**config.mk**
```make
export PLATFORM = sky130hd
export DESIGN_NAME = mrch_index_unit
export DESIGN_NICKNAME = d
export VERILOG_FILES = /design/src/hdl/mixed_radix_count_histogram_unit_assert.svh /design/src/hdl/mrch_pkg.sv /design/src/hdl/mrch_index_unit.sv
export SDC_FILE = /design/constraint.sdc
export NUM_CORES = 1
export LEC_CHECK = 0
export BUFFER_PORTS_ARGS = -buffer_cell sky130_fd_sc_hd__buf_4
export CORE_MARGIN = 2
export CORE_UTILIZATION = 40
export CTS_CLUSTER_SIZE = 40
export DETAILED_ROUTE_END_ITERATION = 8
export GPL_TIMING_DRIVEN = 0
export SLEW_MARGIN = 20
export SYNTH_ARGS = -nofsm -noshare
export SYNTH_HDL_FRONTEND = slang
export SYNTH_SLANG_ARGS = --single-unit
```
**constraint.sdc**
```tcl
create_clock -name clk -period 5.6 [get_ports clk]
set_input_delay 0.28 -clock clk [delete_from_list [all_inputs] [get_ports clk]]
set_output_delay 0.28 -clock clk [all_outputs]
set_load 0.02 [all_outputs]
```
**src/hdl/mixed_radix_count_histogram_unit_assert.svh**
```systemverilog
// Assertion macros shared by the histogram unit.
`ifndef MIXED_RADIX_COUNT_HISTOGRAM_UNIT_ASSERT_SVH
`define MIXED_RADIX_COUNT_HISTOGRAM_UNIT_ASSERT_SVH

// Same-cycle implication, checked at every rising edge outside reset.
`define MRCH_ASSERT_IMP(name, clk, rst, ante, cons) \
  name: assert property (@(posedge clk) disable iff (rst) (ante) |-> (cons)) \
    else $error("mrch: same-cycle check failed");

// Next-cycle implication, checked at every rising edge outside reset.
`define MRCH_ASSERT_NEXT(name, clk, rst, ante, cons) \
  name: assert property (@(posedge clk) disable iff (rst) (ante) |=> (cons)) \
    else $error("mrch: next-cycle check failed");

`endif

```
**src/hdl/mrch_pkg.sv**
```systemverilog
`timescale 1ns / 1ps
`default_nettype none

package mrch_pkg;

  localparam int NUM_FIELDS  = 4;
  localparam int VALUE_W     = 4;
  localparam int CARD_W      = 5;
  localparam int IDX_W       = NUM_FIELDS * VALUE_W;
  localparam int DIG_W       = 2;
  localparam int VARS_W      = 3;
  localparam int INDEX_OUT_W = 12;
  localparam int COUNT_OUT_W = 16;
  localparam int CFG_W       = 4;
  localparam int CFG_IDX_W   = 3;

  localparam logic [CFG_IDX_W-1:0] REG_VAR_COUNT = 3'd0;
  localparam logic [CFG_IDX_W-1:0] REG_CARD_A    = 3'd1;
  localparam logic [CFG_IDX_W-1:0] REG_CARD_B    = 3'd2;
  localparam logic [CFG_IDX_W-1:0] REG_CARD_C    = 3'd3;
  localparam logic [CFG_IDX_W-1:0] REG_CARD_D    = 3'd4;

  typedef enum logic [1:0] {
    MODE_ADD   = 2'd0,
    MODE_READ  = 2'd1,
    MODE_CLEAR = 2'd2,
    MODE_NONE  = 2'd3
  } mode_t;

  typedef enum logic [2:0] {
    S_CLEAR,
    S_IDLE,
    S_INDEX,
    S_UPDATE,
    S_HOLD
  } state_t;

  typedef struct packed {
    logic             done;
    logic             bad;
    logic [IDX_W-1:0] idx;
  } idx_result_t;

endpackage

`default_nettype wire

```
**src/hdl/mrch_index_unit.sv**
```systemverilog
`timescale 1ns / 1ps
`default_nettype none

module mrch_index_unit (
  input  wire logic                                               clk,
  input  wire logic                                               rst,
  input  wire logic                                               start,
  input  wire logic [mrch_pkg::VARS_W-1:0]                        vars,
  input  wire logic [mrch_pkg::NUM_FIELDS-1:0][mrch_pkg::VALUE_W-1:0] values,
  input  wire logic [mrch_pkg::NUM_FIELDS-1:0][mrch_pkg::CARD_W-1:0]  cards,
  output mrch_pkg::idx_result_t                                   res
);
  import mrch_pkg::*;

  // Horner evaluation, most significant used digit first, one digit a cycle.
  logic                                  busy;
  logic                                  done;
  logic                                  bad;
  logic [DIG_W-1:0]                      digit;
  logic [IDX_W-1:0]                      acc;
  logic [NUM_FIELDS-1:0][VALUE_W-1:0]    vals;
  logic [NUM_FIELDS-1:0][CARD_W-1:0]     crds;

  logic [VALUE_W-1:0]      cur_val;
  logic [CARD_W-1:0]       cur_card;
  logic                    digit_bad;
  logic [IDX_W+CARD_W-1:0] prod;
  logic [IDX_W-1:0]        acc_next;

  always_comb begin
    cur_val   = vals[digit];
    cur_card  = crds[digit];
    digit_bad = (cur_val == '0) || ({1'b0, cur_val} > cur_card);
    prod      = acc * cur_card;
    acc_next  = IDX_W'(prod + (IDX_W + CARD_W)'(cur_val - VALUE_W'(1)));
  end

  always_ff @(posedge clk) begin
    if (rst) begin
      busy <= 1'b0;
      done <= 1'b0;
    end else begin
      done <= 1'b0;
      if (start) begin
        busy <= 1'b1;
      end else if (busy && digit == '0) begin
        busy <= 1'b0;
        done <= 1'b1;
      end
    end
  end

  always_ff @(posedge clk) begin
    if (start) begin
      vals  <= values;
      crds  <= cards;
      digit <= DIG_W'(vars - VARS_W'(1));
      acc   <= '0;
      bad   <= 1'b0;
    end else if (busy) begin
      acc   <= acc_next;
      bad   <= bad | digit_bad;
      digit <= digit - DIG_W'(1);
    end
  end

  assign res.done = done;
  assign res.bad  = bad;
  assign res.idx  = acc;

endmodule

`default_nettype wire

```
==> run_results.csv <==
group,metric,value,unit
global_route,antenna_found_initial,0,
routing,routed_wl,9473,um
sta,rsz0062_at_grt,"false",
place,dp.cells,596,
global_route,track_usage,0.1797,
power,vdd.ir_drop.worst,0.0002207,V
clock_network,cts_root_buf,"clkbuf_8",
clock_network,clock_path_buffers,2,
global_route,grt_start_max_net_pins,40,
global_route,globalRouteOverflowTotal,0,
place,dp_hpwl,7318,um
routing,dr_wl_met2,4723,um
place,gp_congestion,0.8090,
sta,slew_violations,0,
sta,setup_total_negative_slack,0,ps
sta,period_needed,5322,ps
clock_network,numCtsBuffers,9,
floorplan,die_x,109.4,um
clock_network,cts_sinks,57,
routing,via_per_inst,4.948,
final_layout,final_layout_size_suffix_gt1_frac,0.2072,
routing,ant_nets,0,
sta,slew_headroom,0.5481,
setup_path,rrSetupSlack,280,ps
synth,synthFlopType,"edfxtp_1",
routing,route.met3.wl,533,um
synth,synthesis.area,4443,sq um
setup_path,cp-start-kind,"flip-flop",
synth,ys_types,41,
power,p_total,2.286,mW
final_layout,diodes,0,
sta,fmax,187.9,MHz
global_route,grt_first_pass_wirelength,16110,um
sta,fin_hold_ws,99.45,ps
final_layout,stdcell_count,613,
setup_path,worstSetupPathType,"reg -> reg",
setup_path,crit_end,"acc[15]",
setup_path,r2r_cells,19,
setup_path,crit_start,"digit[0]",
sta,final_hold_viol_count,0,
global_route,grt_pass1_vias,3332,
clock_network,clk_pin_slew_worst_paths,70,ps
routing,num_vias,3033,
floorplan,num_rows,38,
floorplan,dieHeight,109.4,um
final_layout,syn_to_final_growth,19.54,%
final_layout,final_nets,584,
clock_network,cts_tree,"built",
final_layout,final_area,5311,sq um
run_status,outcome,"completed",
min_path,holdCritPathClass,"in -> reg",
setup_path,timing.rr.end,"acc[15]",
setup_path,r2r_start,"digit[0]",
clock_network,htreeDepth,3,
floorplan,start_util,0.4099,
power,power_leakage,2.372,nW
synth,synth.avg_cell_area,11.16,sq um
power,power_density,430.5,nW/um^2
synth,ys_seq_area_frac,0.3424,
sta,worst_pin_slew,677.9,ps
floorplan,coreArea,10840,sq um
synth,ys_ff_latch,57,
routing,route.detailed.drc,0,
routing,wirelength_met1,4129,um
routing,highest_layer,"met4",
clock_network,postCtsHoldBufs,0,
setup_path,critPathMaxFanout,10,
floorplan,io_pins,60,
floorplan,dieArea,11970,sq um
sta,finalCritPeriodShare,0.9503,
flow_run,cap_viol_max_count,0,
place,io_buffers,58,
sta,fin_worst_skew,6.724,ps
sta,finalSetupViolations,0,
routing,drtPass1Iterations,4,
synth,synth_edf_count,38,
synth,synthCells,398,
synth,syn_nets,514,
routing,routedWlPerCell,15.45,um
routing,drt_iter0_markers,133,
synth,synthArstFlopShare,0,
synth,yosysWarnings,0,
clock_network,insertion_delay,340,ps
setup_path,critPathCaptureType,"flip-flop",
place,placed_area,5054,sq um
setup_path,cp.arrival,5580,ps
setup_path,critical_path_required,5860,ps
[where the power goes]
part	internal, mW	leakage (nW)	total [mW]	switching, mW
sequential	0.517	0.528	0.603	0.0862
clock	0.204	0.0945	0.375	0.171
combinational	0.586	1.75	1.31	0.722
total	1.31	2.37	2.29	0.979
[cells by family after synthesis]
group           Yosys count  synth area share
compound gates           41           0.06083
simple gates            112            0.1284
flops                    57            0.3424
xor+xnor                 19           0.03915
fa+ha+maj                74            0.2912
mux                      19           0.06984
buf+inv                  76           0.06815
[cell usage after synthesis, types with 5 or more instances]
cell type  instances  area share
o21a_1             5      0.0084
o21ai_0            9       0.010
mux2i_1           10       0.023
edfxtp_1          38        0.26
and2_1            43       0.061
dfxtp_1           19       0.086
ha_1              25       0.070
fa_1              49        0.22
mux4_2             7       0.035
nor2_1            18       0.015
a21oi_1           11       0.012
nand2_1           34       0.029
clkbuf_1           8      0.0068
xnor2_1           15       0.030
inv_1             63       0.053
[repair_timing]
action | 4_1_cts | 5_1_grt
gates cloned | 0 | 0
buffers inserted | 3 | 2
gates resized for setup | 4 | 4
endpoints found under the setup margin | 10 | 4
[layer usage]
| metal | global-route usage | vias up |
|---|---|---|
| met2 | 0.3025 | 88 |
| met4 | 0.04250 | 0 |
| li1 | - | 1437 |
| met3 | 0.04801 | 9 |
| met1 | 0.2316 | 1499 |
| met5 | 0 | - |
[cell usage in the layout (no fill, tap or decap), types with 3 or more instances in the layout]
| master | n |
|---|---|
| a21oi_1 | 10 |
| nand2_1 | 34 |
| dfxtp_1 | 19 |
| mux2i_1 | 10 |
| ha_1 | 25 |
| buf_4 | 64 |
| fa_1 | 49 |
| and2_1 | 42 |
| mux4_2 | 7 |
| nor2_1 | 18 |
| xnor2_1 | 15 |
| inv_1 | 62 |
| edfxtp_1 | 38 |
| nor3_1 | 4 |
| a21o_1 | 4 |
| clkinv_4 | 3 |
| o21ai_0 | 9 |
| o21a_1 | 5 |
| clkbuf_8 | 9 |
| nor2b_1 | 3 |
| clkbuf_1 | 4 |
| xor2_1 | 3 |
[worst max-delay path, stage by stage, from the launching register on]
cell	delay, ps
edfxtp_1	420
buf_6	200
mux4_2	540
inv_1	140
ha_1	200
and2_4	200
clkinvlp_4	150
buf_12	160
fa_1	550
fa_1	440
fa_1	560
inv_1	50
ha_1	380
a21o_1	250
a21oi_2	210
o21bai_1	100
a41oi_2	220
o2bb2ai_1	160
xnor2_1	100
a211oi_2	220
[through the flow]
stage / worst slack [ps] / utilization
3_3_place_gp: -577.0 / 0.4662
6_report: 278.3 / 0.4900
3_5_place_dp: -595.3 / 0.4662
5_1_grt: 9.856 / 0.4900
4_1_cts: 5.503 / 0.4880
2_1_floorplan: 298.5 / -
[layout make-up]
class	count	area, sq um
fillers	1005	5529
multi-input cells	265	2643
repair buffers	63	485.5
clock buffers	9	123.9
plain buffers	9	51.30
well taps	140	175.2
flip-flops and latches	57	1521
inverters	63	240.2
clock inverters	7	71.32
[worst min path at each step]
stage	to	start	depth (start not counted)	slack, ps
after floorplan	busy	rst	1	350
after global placement	busy	rst	2	450
after detailed placement	busy	rst	2	450
after CTS	busy	rst	2	90
after global routing	busy	rst	2	90
final	busy	rst	2	100
[state kept, by name, indices dropped and copies added, names as in the netlist]
name	flops
acc	16
crds	20
busy	1
vals	16
done	1
digit	2
bad	1
Power figures use the tool's default switching activity.
